File: src/sv/ktaq_pkg.sv
// Shared types and constants for the keypad/touch autorepeat qualifier.
// No dependencies; used by the channel interfaces and all modules.
`default_nettype none

package ktaq_pkg;

  localparam int KEY_BITS = 12;

  // key bit positions
  localparam int KEY_A     = 0;
  localparam int KEY_START = 3;
  localparam int KEY_R     = 8;
  localparam int KEY_L     = 9;
  localparam int KEY_X     = 10;
  localparam int KEY_Y     = 11;

  typedef logic [KEY_BITS-1:0] keys_t;

  typedef enum logic [1:0] {
    MODE_NORMAL  = 2'd0,
    MODE_START_X = 2'd1,
    MODE_SWAP_XY = 2'd2,
    MODE_L_IS_A  = 2'd3
  } button_mode_t;

  typedef enum logic [1:0] {
    TOUCH_OK    = 2'd0,
    TOUCH_X_BAD = 2'd1,
    TOUCH_Y_BAD = 2'd2,
    TOUCH_BAD   = 2'd3
  } touch_validity_t;

  typedef enum logic [1:0] {
    REG_BUTTON_MODE  = 2'd0,
    REG_REPEAT_RATE  = 2'd1,
    REG_REPEAT_DELAY = 2'd2,
    REG_UNUSED       = 2'd3
  } reg_index_t;

  localparam logic [7:0] RATE_RESET  = 8'd4;
  localparam logic [7:0] DELAY_RESET = 8'd8;

  typedef struct packed {
    logic       lid_closed;
    keys_t      pad_bits;
    logic       touch_down;
    logic [1:0] touch_validity;
    logic [7:0] sample_x;
    logic [7:0] sample_y;
  } in_word_t;

  typedef struct packed {
    keys_t      pressed_keys;
    keys_t      held_keys;
    keys_t      repeat_keys;
    logic       touch_pressed;
    logic       touch_held;
    logic [7:0] touch_x;
    logic [7:0] touch_y;
  } out_word_t;

  typedef struct packed {
    reg_index_t index;
    logic [7:0] data;
  } cfg_word_t;

endpackage

`default_nettype wire

File: src/sv/ktaq_if.sv
// Valid/ready channel interfaces: sample input, result output, register writes.
// Depends on ktaq_pkg for the word types.
`default_nettype none

interface ktaq_in_if;
  logic                valid;
  logic                ready;
  ktaq_pkg::in_word_t  data;
  modport source (output valid, output data, input ready);
  modport sink   (input valid, input data, output ready);
endinterface

interface ktaq_out_if;
  logic                valid;
  logic                ready;
  ktaq_pkg::out_word_t data;
  modport source (output valid, output data, input ready);
  modport sink   (input valid, input data, output ready);
endinterface

interface ktaq_cfg_if;
  logic                valid;
  logic                ready;
  ktaq_pkg::cfg_word_t data;
  modport source (output valid, output data, input ready);
  modport sink   (input valid, input data, output ready);
endinterface

`default_nettype wire

File: src/sv/ktaq_remap.sv
// Button remap by mode: START also X, X/Y swap, or L as A with L/R cleared.
// Depends on ktaq_pkg.
`default_nettype none

module ktaq_remap (
  input  wire ktaq_pkg::button_mode_t mode,
  input  wire ktaq_pkg::keys_t        keys,
  output ktaq_pkg::keys_t             mapped
);

  always_comb begin
    mapped = keys;
    case (mode)
      ktaq_pkg::MODE_START_X: begin
        if (keys[ktaq_pkg::KEY_START]) mapped[ktaq_pkg::KEY_X] = 1'b1;
      end
      ktaq_pkg::MODE_SWAP_XY: begin
        mapped[ktaq_pkg::KEY_X] = keys[ktaq_pkg::KEY_Y];
        mapped[ktaq_pkg::KEY_Y] = keys[ktaq_pkg::KEY_X];
      end
      ktaq_pkg::MODE_L_IS_A: begin
        if (keys[ktaq_pkg::KEY_L]) mapped[ktaq_pkg::KEY_A] = 1'b1;
        mapped[ktaq_pkg::KEY_L] = 1'b0;
        mapped[ktaq_pkg::KEY_R] = 1'b0;
      end
      default: begin
        mapped = keys;
      end
    endcase
  end

endmodule

`default_nettype wire

File: src/sv/keypad_touch_autorepeat_qualifier.sv
// Keypad and touch qualifier with autorepeat, top level.
// Depends on ktaq_pkg, the channel interfaces in ktaq_if.sv and ktaq_remap.
//
// Usage:
//  - sample_in: one word per frame (lid, raw pad bits, touch sample + validity).
//  - result_out: one word per accepted sample (pressed, held, repeat keys after
//    remap, touch edge/hold, kept coordinates).
//  - cfg: register writes (index, data); always ready, one write per cycle.
//    Write only while no sample is in flight.
//  - Result: a sample's result word is registered and presented in the cycle
//    after the sample is accepted. Throughput: one word per cycle while result_out is not stalled.
//  - The per-sample logic (edge detect, 8-bit repeat timer, touch qualify)
//    sits between the state registers and the result register.
//  - Stall: sample_in.ready follows "result register empty or being taken",
//    so a new sample is taken in the same cycle the old result leaves.
//    While result_out is stalled, the result word holds.
//  - Reset (rst, synchronous): mode normal, rate 4, delay 8, key/timer/touch
//    state cleared, result register empty.
//  - Lid closed: result is all zero, touch hold clears, other state is kept.
`default_nettype none

module keypad_touch_autorepeat_qualifier (
  input  wire              clk,
  input  wire              rst,
  ktaq_in_if.sink          sample_in,
  ktaq_out_if.source       result_out,
  ktaq_cfg_if.sink         cfg
);

  // configuration
  ktaq_pkg::button_mode_t button_mode;
  logic [7:0]             repeat_rate;
  logic [7:0]             repeat_delay;

  // frame state
  ktaq_pkg::keys_t last_raw_keys;
  logic [7:0]      repeat_timer;
  logic            touch_hold_flag;
  logic [7:0]      kept_x;
  logic [7:0]      kept_y;

  // result register
  logic                out_valid;
  ktaq_pkg::out_word_t out_word;

  ktaq_pkg::in_word_t smp;
  logic               take;

  ktaq_pkg::keys_t pressed_raw;
  ktaq_pkg::keys_t repeat_raw;
  logic            same_hold;
  logic [7:0]      timer_dec;
  logic            timer_hit;
  logic [7:0]      repeat_timer_next;
  logic            tdown_q;
  logic            tpress;
  logic [7:0]      kept_x_next;
  logic [7:0]      kept_y_next;

  ktaq_pkg::keys_t pressed_map;
  ktaq_pkg::keys_t held_map;
  ktaq_pkg::keys_t repeat_map;

  assign smp  = sample_in.data;
  assign take = sample_in.valid && sample_in.ready;

  // result slot frees up in the cycle it is taken
  assign sample_in.ready = !out_valid || result_out.ready;
  assign cfg.ready       = 1'b1;

  // ---- key edge and autorepeat ----
  assign pressed_raw = smp.pad_bits & ~last_raw_keys;
  assign same_hold   = (smp.pad_bits != '0) && (smp.pad_bits == last_raw_keys);
  assign timer_dec   = repeat_timer - 8'd1;
  assign timer_hit   = same_hold && (timer_dec == 8'd0);

  always_comb begin
    if (!same_hold) begin
      repeat_timer_next = repeat_delay;
    end else if (timer_hit) begin
      repeat_timer_next = repeat_rate;
    end else begin
      repeat_timer_next = timer_dec;
    end
  end

  assign repeat_raw = timer_hit ? smp.pad_bits : pressed_raw;

  // ---- touch qualify ----
  // Full update on a valid sample; per-axis update only while held.
  // An invalid sample with no hold counts as touch up.
  always_comb begin
    kept_x_next = kept_x;
    kept_y_next = kept_y;
    tdown_q     = smp.touch_down;
    case (ktaq_pkg::touch_validity_t'(smp.touch_validity))
      ktaq_pkg::TOUCH_OK: begin
        kept_x_next = smp.sample_x;
        kept_y_next = smp.sample_y;
      end
      ktaq_pkg::TOUCH_X_BAD: begin
        if (touch_hold_flag) kept_y_next = smp.sample_y;
        else tdown_q = 1'b0;
      end
      ktaq_pkg::TOUCH_Y_BAD: begin
        if (touch_hold_flag) kept_x_next = smp.sample_x;
        else tdown_q = 1'b0;
      end
      default: begin
        if (!touch_hold_flag) tdown_q = 1'b0;
      end
    endcase
  end

  assign tpress = tdown_q && !touch_hold_flag;

  ktaq_remap u_remap_pressed (.mode(button_mode), .keys(pressed_raw),   .mapped(pressed_map));
  ktaq_remap u_remap_held    (.mode(button_mode), .keys(smp.pad_bits),  .mapped(held_map));
  ktaq_remap u_remap_repeat  (.mode(button_mode), .keys(repeat_raw),    .mapped(repeat_map));

  // ---- configuration registers ----
  always_ff @(posedge clk) begin
    if (rst) begin
      button_mode  <= ktaq_pkg::MODE_NORMAL;
      repeat_rate  <= ktaq_pkg::RATE_RESET;
      repeat_delay <= ktaq_pkg::DELAY_RESET;
    end else if (cfg.valid) begin
      case (cfg.data.index)
        ktaq_pkg::REG_BUTTON_MODE:  button_mode  <= ktaq_pkg::button_mode_t'(cfg.data.data[1:0]);
        ktaq_pkg::REG_REPEAT_RATE:  repeat_rate  <= cfg.data.data;
        ktaq_pkg::REG_REPEAT_DELAY: repeat_delay <= cfg.data.data;
        default: ;
      endcase
    end
  end

  // ---- frame state ----
  always_ff @(posedge clk) begin
    if (rst) begin
      last_raw_keys   <= '0;
      repeat_timer    <= '0;
      touch_hold_flag <= 1'b0;
      kept_x          <= '0;
      kept_y          <= '0;
    end else if (take) begin
      if (smp.lid_closed) begin
        touch_hold_flag <= 1'b0;
      end else begin
        last_raw_keys   <= smp.pad_bits;
        repeat_timer    <= repeat_timer_next;
        touch_hold_flag <= tdown_q;
        kept_x          <= kept_x_next;
        kept_y          <= kept_y_next;
      end
    end
  end

  // ---- result register ----
  always_ff @(posedge clk) begin
    if (rst) begin
      out_valid <= 1'b0;
    end else if (take) begin
      out_valid <= 1'b1;
    end else if (result_out.ready) begin
      out_valid <= 1'b0;
    end
  end

  always_ff @(posedge clk) begin
    if (take) begin
      if (smp.lid_closed) begin
        out_word <= '0;
      end else begin
        out_word.pressed_keys  <= pressed_map;
        out_word.held_keys     <= held_map;
        out_word.repeat_keys   <= repeat_map;
        out_word.touch_pressed <= tpress;
        out_word.touch_held    <= tdown_q;
        out_word.touch_x       <= kept_x_next;
        out_word.touch_y       <= kept_y_next;
      end
    end
  end

  assign result_out.valid = out_valid;
  assign result_out.data  = out_word;

endmodule

`default_nettype wire
File: src/flat_wrapper.sv
// flat-port wrapper written by rule: the top's interface ports become plain ports
module keypad_touch_autorepeat_qualifier_flat 
  (clk, rst, sample_in_valid, sample_in_data, sample_in_ready, result_out_valid, result_out_data, result_out_ready, cfg_valid, cfg_data, cfg_ready);
  ktaq_in_if sample_in_i ();
  ktaq_out_if result_out_i ();
  ktaq_cfg_if cfg_i ();
  input  wire clk;
  input  wire rst;
  input wire logic [$bits(sample_in_i.valid)-1:0] sample_in_valid;
  input wire logic [$bits(sample_in_i.data)-1:0] sample_in_data;
  output wire logic [$bits(sample_in_i.ready)-1:0] sample_in_ready;
  output wire logic [$bits(result_out_i.valid)-1:0] result_out_valid;
  output wire logic [$bits(result_out_i.data)-1:0] result_out_data;
  input wire logic [$bits(result_out_i.ready)-1:0] result_out_ready;
  input wire logic [$bits(cfg_i.valid)-1:0] cfg_valid;
  input wire logic [$bits(cfg_i.data)-1:0] cfg_data;
  output wire logic [$bits(cfg_i.ready)-1:0] cfg_ready;
  assign sample_in_i.valid = sample_in_valid;
  assign sample_in_i.data = sample_in_data;
  assign sample_in_ready = sample_in_i.ready;
  assign result_out_valid = result_out_i.valid;
  assign result_out_data = result_out_i.data;
  assign result_out_i.ready = result_out_ready;
  assign cfg_i.valid = cfg_valid;
  assign cfg_i.data = cfg_data;
  assign cfg_ready = cfg_i.ready;
  keypad_touch_autorepeat_qualifier u_core (.clk(clk), .rst(rst), .sample_in(sample_in_i), .result_out(result_out_i), .cfg(cfg_i));
endmodule
File: config.mk
export PLATFORM = sky130hd
export DESIGN_NAME = keypad_touch_autorepeat_qualifier_flat
export DESIGN_NICKNAME = d
export VERILOG_FILES = /design/src/sv/ktaq_pkg.sv /design/src/sv/ktaq_if.sv /design/src/sv/ktaq_remap.sv /design/src/sv/keypad_touch_autorepeat_qualifier.sv /design/src/flat_wrapper.sv
export SDC_FILE = /design/constraint.sdc
export NUM_CORES = 1
export LEC_CHECK = 0
export BUFFER_PORTS_ARGS = -buffer_cell sky130_fd_sc_hd__buf_2
export CAP_MARGIN = 10
export CORE_AREA = 2 2 111 86
export CTS_BUF_LIST = sky130_fd_sc_hd__clkbuf_8
export DETAILED_ROUTE_END_ITERATION = 10
export DIE_AREA = 0 0 113 88
export PLACE_DENSITY = 0.87
export SETUP_SLACK_MARGIN = 0.15
export SLEW_MARGIN = 20
export SYNTH_ARGS = -nofsm -noshare
export SYNTH_HDL_FRONTEND = slang
export SYNTH_HIERARCHICAL = 1
export SYNTH_SLANG_ARGS = --single-unit
export TNS_END_PERCENT = 5
File: constraint.sdc
create_clock -name clk -period 5.7 [get_ports clk]
set_input_delay 0.285 -clock clk [delete_from_list [all_inputs] [get_ports clk]]
set_output_delay 0.285 -clock clk [all_outputs]
set_load 0.05 [all_outputs]
==> qor.csv, run 1 <==
stage;metric;value;unit
place;pre_cts_ws;2.215;ns
clock_network;cts_buffer_depth;2;
hold_path;whs_endpoint;u_core/kept_x[2]$_SDFFE_PP0P_;
worst_setup_path;start_kind;flip-flop;
floorplan;io_pins;104;
timing;setup_viol;0;
clock_network;cts.clk_slew.worst_paths;0.11;ns
global_route;grt_pass1_wl;17.68;mm
worst_setup_path;cp-startpoint;u_core/last_raw_keys[2]$_SDFFE_PP0P_;
timing;worst_slack;2.272;ns
detailed_routing;ant_nets;0;
worst_setup_path;crit_arrival;3.52;ns
finish;finalNetCount;660;
worst_setup_path;reg2reg_depth;9;
timing;tightest_slew;1.051;ns
floorplan;fp.coreArea;0.008859;mm²
place;io_buffers;102;
global_route;grt_max_degree;57;
timing;maxSlewHeadroom;29.91;%
power_and_ir_drop;p_per_area;269.6;mW/mm²
timing;max_freq;291.7;MHz
global_route;antenna_found_initial;0;
finish;final_cell_area;0.005978;mm²
clock_network;cts-buffers-inserted;9;
detailed_routing;wl_per_cell;15.74;µm
synth;yosysUniqueCellTypes;54;
outcome;status;finished with violations;
power_and_ir_drop;ir_drop;0.1097;mV
worst_setup_path;rrSetupSlack;2.27;ns
place;place_area;0.005791;mm²
worst_setup_path;critPathMaxFanout;14;
finish;regArea;0.002743;mm²
worst_setup_path;worstPathRequired;5.80;ns
clock_network;cts_root_buf;clkbuf_8;
timing;rsz0062_at_grt;false;
synth;synth_nets;591;
synth;synth_edf_count;54;
finish;multi_input_area;0.002285;mm²
global_route;grtUsageTotal;22.61;%
detailed_routing;drc;7;
job;max-cap-violations;0;
finish;layout_common_cells;102 x buf_2, 56 x dfxtp_1, 54 x edfxtp_1;
clock_network;cts_max_level;3;
timing;hold_viol;0;
worst_setup_path;r2r_start;u_core/last_raw_keys[2]$_SDFFE_PP0P_;
clock_network;cts_tree;yes;
worst_setup_path;reg2reg_to;u_core/result_out.data[29]$_SDFFCE_PP0P_;
clock_network;hold_buffers;0;
global_route;grt_overflow;0;
worst_setup_path;worstPathBufferInverterCount;1;
synth;synth_top_flop_cell;dfxtp_1;
floorplan;die_x;113;µm
floorplan;design.die.area;0.009944;mm²
finish;area_growth;10.42;%
detailed_routing;first_pass_iters;9;
worst_setup_path;critPathCaptureType;flip-flop;
hold_path;min_path_type;in -> reg;
place;dpl.cell_count;690;
place;dp_hpwl;7.730;mm
worst_setup_path;cp_cell_sequence;inv_1, ha_1, nand4_1, nor2_1, nand3_1, nor4_4, mux2_2, mux2_4, nor2b_1;
worst_setup_path;critPathTopFamily;simple AND/OR/NAND/NOR gates;
clock_network;clock_latency;0.38;ns
global_route;grt_pass1_vias;3630;
worst_setup_path;crit_path_top_delay_cell;nor4_4;
finish;layout-drive-gt1-share;24.87;%
finish;mostFrequentLayoutCell;buf_2;
synth;synth-seq-cells;110;
floorplan;initial_utilization;61.12;%
hold_path;holdCritStartpoint;sample_in_data[10];
finish;fin_util;67.49;%
hold_path;hold_depth;3;
power_and_ir_drop;p_leak;0.002423;µW
floorplan;die-height;88;µm
synth;synth_area;0.005414;mm²
timing;min_period_over_period;60.15;%
timing;tns;0;ns
detailed_routing;drt_first_iter_violations;330;
clock_network;post-cts-setup-buffer-count;0;
synth;synth_cells;521;
timing;slew_violations;0;
outcome;violations;DRC;
clock_network;cts_repair_resize_count;0;
finish;antenna_cells;0;
detailed_routing;via_count;3973;
floorplan;placementRows;30;
finish;layoutNonFillerInstCount;707;
finish;layout.filler_cells;673;
worst_setup_path;path_class;reg -> reg;
clock_network;clock_sinks;110;
synth;ys_seq_area_share;50.66;%
detailed_routing;postRouteWirelength;11.13;mm
synth;synth_async_sr_flop_share;0;%
place;gp_congestion;0.8575;
worst_setup_path;slowest_delay;0.94;ns
synth;avgSynthCellArea;10.39;µm²
synth;ys_warn_count;6;
timing;timing.final.crit_period;3.428;ns
detailed_routing;vias_per_cell;5.620;
timing;fin_skew;0.01521;ns
-- cell families (layout without fill, tap and decap cells) --
group,after synthesis,after routing,share of synthesized area [%]
flops,110,110,50.66
buf+inv,73,147,7.257
mux,46,46,9.059
simple gates,194,194,18.65
xor+xnor,3,3,0.6241
fa+ha+maj,23,23,5.316
compound gates,71,71,8.367
other cells,1,1,0.06927
-- state kept, by name (all words and copies together) (netlist names) --
register                 cells
u_core/last_raw_keys        12
u_core/result_out.valid      1
u_core/touch_hold_flag       1
u_core/repeat_rate           8
u_core/result_out.data      54
u_core/repeat_delay          8
u_core/repeat_timer          8
u_core/kept_x                8
u_core/kept_y                8
u_core/button_mode           2
-- metrics by stage --
step	power (µW)	hold WS, ns
3_5_place_dp	1202	0.4462
6_report	1612	0.1651
3_3_place_gp	1192	0.4411
5_1_grt	1677	0.1566
4_1_cts	1620	0.1480
2_1_floorplan	1141	0.4145
-- layout make-up --
class / count / area share (%)
repair buffers: 105 / 8.979
clock buffers: 9 / 2.072
inverters: 26 / 1.653
clock inverters: 7 / 0.8581
flip-flops and latches: 110 / 45.88
multi-input cells: 338 / 38.22
well taps: 112 / 2.344
-- power by group --
| group | total [µW] | switching [µW] | internal, µW |
|---|---|---|---|
| Combinational | 296 | 206 | 89.6 |
| Sequential | 892 | 19.1 | 873 |
| Clock | 424 | 264 | 159 |
-- worst max-delay path by stage --
| stage | cells after the start | endpoint |
|---|---|---|
| finish | 9 | u_core/result_out.data[29]$_SDFFCE_PP0P_ |
| global route | 9 | u_core/result_out.data[29]$_SDFFCE_PP0P_ |
| CTS | 9 | u_core/result_out.data[29]$_SDFFCE_PP0P_ |
| detailed placement | 9 | u_core/result_out.data[29]$_SDFFCE_PP0P_ |
| global placement | 9 | u_core/result_out.data[29]$_SDFFCE_PP0P_ |
| floorplan | 10 | u_core/result_out.data[29]$_SDFFCE_PP0P_ |
-- cell usage after synthesis (2+ instances only) --
master,number,share of area (%)
dfxtp_1,56,21
edfxtp_1,54,30
nand2_1,49,3.4
nor2_1,47,3.3
nor2b_1,45,5.2
a21oi_1,41,3.8
mux2i_1,31,5.7
inv_1,26,1.8
ha_1,23,5.3
buf_4,22,3.1
clkbuf_1,21,1.5
nand3_1,19,1.8
mux2_2,12,2.5
nand3b_1,5,0.69
nor4_1,5,0.58
o22ai_1,5,0.58
nor3_1,4,0.37
a2111oi_0,3,0.49
a21o_1,3,0.42
a31oi_1,3,0.35
mux2_4,3,0.83
a211o_1,2,0.32
a221oi_1,2,0.32
a221oi_2,2,0.55
and3_1,2,0.23
buf_1,2,0.14
nand4_1,2,0.23
nand4b_1,2,0.32
nor3_4,2,0.60
nor3b_1,2,0.28
o21ai_0,2,0.18
or3_1,2,0.23
-- metal layers --
metal  vias up  GRT usage, %  part of all wire [%]
met5         -             0                     0
met4         0         6.763                   1.7
met3        19         5.952                   6.1
met2       131         34.95                    47
met1      1894         31.70                    46
li1       1929             -                     -
-- tightest hold or removal path, cell delays in order --
cell and delay (ns):
buf_2 0.11, nand3_1 0.06, a21oi_1 0.06
Power figures use the tool's default switching activity.
==> run 2, diff against run 1 <==
--- a/config.mk
+++ b/config.mk
@@ -7,11 +7,11 @@
 export LEC_CHECK = 0
 export BUFFER_PORTS_ARGS = -buffer_cell sky130_fd_sc_hd__buf_2
 export CAP_MARGIN = 10
-export CORE_AREA = 2 2 111 86
+export CORE_AREA = 2 2 116 90
 export CTS_BUF_LIST = sky130_fd_sc_hd__clkbuf_8
 export DETAILED_ROUTE_END_ITERATION = 10
-export DIE_AREA = 0 0 113 88
-export PLACE_DENSITY = 0.87
+export DIE_AREA = 0 0 118 92
+export PLACE_DENSITY = 0.8
 export SETUP_SLACK_MARGIN = 0.15
 export SLEW_MARGIN = 20
 export SYNTH_ARGS = -nofsm -noshare
==> constraint.sdc (replaced) <==
create_clock -name clk -period 3.57 [get_ports clk]
set_input_delay 0.1785 -clock clk [delete_from_list [all_inputs] [get_ports clk]]
set_output_delay 0.1785 -clock clk [all_outputs]
set_load 0.05 [all_outputs]
==> run 2 against run 1 <==
Compared with the run above:
- clock-buffer cell count unchanged
- clock skew decreased by 0.0036 ns
- utilization decreased by 6.3 points
- power increased by 65%
- global-route usage decreased by 1.2 points
- design area increased by 1.2%
- the flow now finishes without violations
==> qor.csv, run 2 (synthesis gave the netlist of run 1 again) <==
stage;metric;value;unit
clock_network;clock_sinks;110;
detailed_routing;drt_first_iter_violations;288;
global_route;grt_overflow;0;
detailed_routing;drc;0;
finish;mostFrequentLayoutCell;buf_2;
finish;layoutNonFillerInstCount;734;
timing;timing.final.crit_period;3.093;ns
worst_setup_path;start_kind;flip-flop;
floorplan;die_x;118;µm
timing;fin_skew;0.01161;ns
power_and_ir_drop;p_per_area;438.7;mW/mm²
clock_network;cts_tree;yes;
floorplan;fp.coreArea;0.009889;mm²
floorplan;die-height;92;µm
place;dpl.cell_count;718;
timing;max_freq;323.4;MHz
worst_setup_path;cp-startpoint;u_core/last_raw_keys[8]$_SDFFE_PP0P_;
detailed_routing;first_pass_iters;5;
finish;area_growth;11.74;%
floorplan;initial_utilization;54.74;%
hold_path;holdCritStartpoint;sample_in_valid;
place;dp_hpwl;7.971;mm
timing;slew_violations;0;
detailed_routing;wl_per_cell;15.57;µm
global_route;grtUsageTotal;21.39;%
job;max-cap-violations;0;
global_route;grt_max_degree;57;
clock_network;cts_max_level;3;
timing;setup_viol;0;
worst_setup_path;crit_arrival;3.22;ns
timing;tns;0;ns
clock_network;cts-buffers-inserted;9;
finish;regArea;0.002743;mm²
place;io_buffers;102;
finish;largest_register_ffs;54;
finish;layout_common_cells;102 x buf_2, 56 x dfxtp_1, 54 x edfxtp_1;
global_route;grt_pass1_wl;18.45;mm
finish;multi_input_area;0.002285;mm²
timing;maxSlewHeadroom;32.95;%
finish;layout-drive-gt1-share;25.25;%
clock_network;cts_root_buf;clkbuf_8;
clock_network;post-cts-setup-buffer-count;0;
detailed_routing;ant_nets;0;
floorplan;placementRows;32;
outcome;status;completed;
power_and_ir_drop;ir_drop;0.2101;mV
floorplan;design.die.area;0.01086;mm²
clock_network;clock_latency;0.39;ns
hold_path;min_path_type;in -> reg;
finish;layout.filler_cells;832;
power_and_ir_drop;power;2654;µW
clock_network;cts_buffer_depth;2;
place;gp_congestion;0.8262;
finish;fin_util;61.17;%
clock_network;hold_buffers;0;
timing;rsz0062_at_grt;false;
clock_network;cts_repair_resize_count;0;
global_route;grt_pass1_vias;3757;
detailed_routing;via_count;3928;
detailed_routing;postRouteWirelength;11.43;mm
worst_setup_path;critPathCaptureType;flip-flop;
worst_setup_path;r2r_start;u_core/last_raw_keys[8]$_SDFFE_PP0P_;
detailed_routing;vias_per_cell;5.351;
worst_setup_path;critPathMaxFanout;14;
power_and_ir_drop;p_leak;0.002451;µW
timing;hold_viol;0;
clock_network;cts.clk_slew.worst_paths;0.10;ns
worst_setup_path;worstPathRequired;3.69;ns
finish;antenna_cells;0;
worst_setup_path;path_class;reg -> reg;
timing;min_period_over_period;86.62;%
floorplan;io_pins;104;
timing;whs;0.03351;ns
timing;tightest_slew;1.006;ns
finish;finalNetCount;663;
global_route;antenna_found_initial;0;
==> run 2: metrics by stage <==
stage / cell area (µm²) / setup WS, ns
after floorplan: 5414 / 0.7822
final: 6050 / 0.4775
after CTS: 6048 / 0.5284
after detailed placement: 5851 / 0.5714
after global placement: 5851 / 0.6670
after global routing: 6050 / 0.3022
==> run 2: area by class of cell <==
cell class | instances | area share [%]
flip-flops and latches | 110 | 45.34
inverters | 26 | 1.634
well taps | 136 | 2.813
clock inverters | 7 | 1.220
multi-input cells | 338 | 37.77
clock buffers | 9 | 2.048
repair buffers | 108 | 9.183
==> run 2: final timing paths <==
kind | cells after the start | slack, ns | to
worst max-delay path | 11 | 0.48 | u_core/result_out.data[28]$_SDFFCE_PP0P_
worst min-delay path | 3 | 0.03 | u_core/result_out.valid$_SDFFE_PP0P_
worst max register to register | 11 | 0.48 | u_core/result_out.data[28]$_SDFFCE_PP0P_
worst min register to register | 2 | 0.46 | u_core/last_raw_keys[3]$_SDFFE_PP0P_
==> run 2: power breakdown <==
part | total (µW) | internal (µW) | switching [µW]
logic | 475 | 145 | 331
clock network | 755 | 327 | 429
registers | 1420 | 1390 | 29.6
==> run 2: critical path, cell delays in order (launching register included) <==
cell,delay (ns)
dfxtp_1,0.35
inv_1,0.06
ha_1,0.31
nand4_1,0.11
nor2_1,0.22
nand3_1,0.40
nor4_4,0.32
buf_4,0.28
mux2_2,0.39
o22ai_1,0.18
a21oi_1,0.08
nor2b_1,0.12
==> run 2: layer usage <==
metal	wire (µm)	share of wire, %	GRT usage, %	vias up
li1	-	-	-	1944
met1	5219	46	28.16	1852
met2	5406	47	34.30	112
met3	601	5.3	5.037	20
met4	204	1.8	8.534	0
met5	0	0	0	-
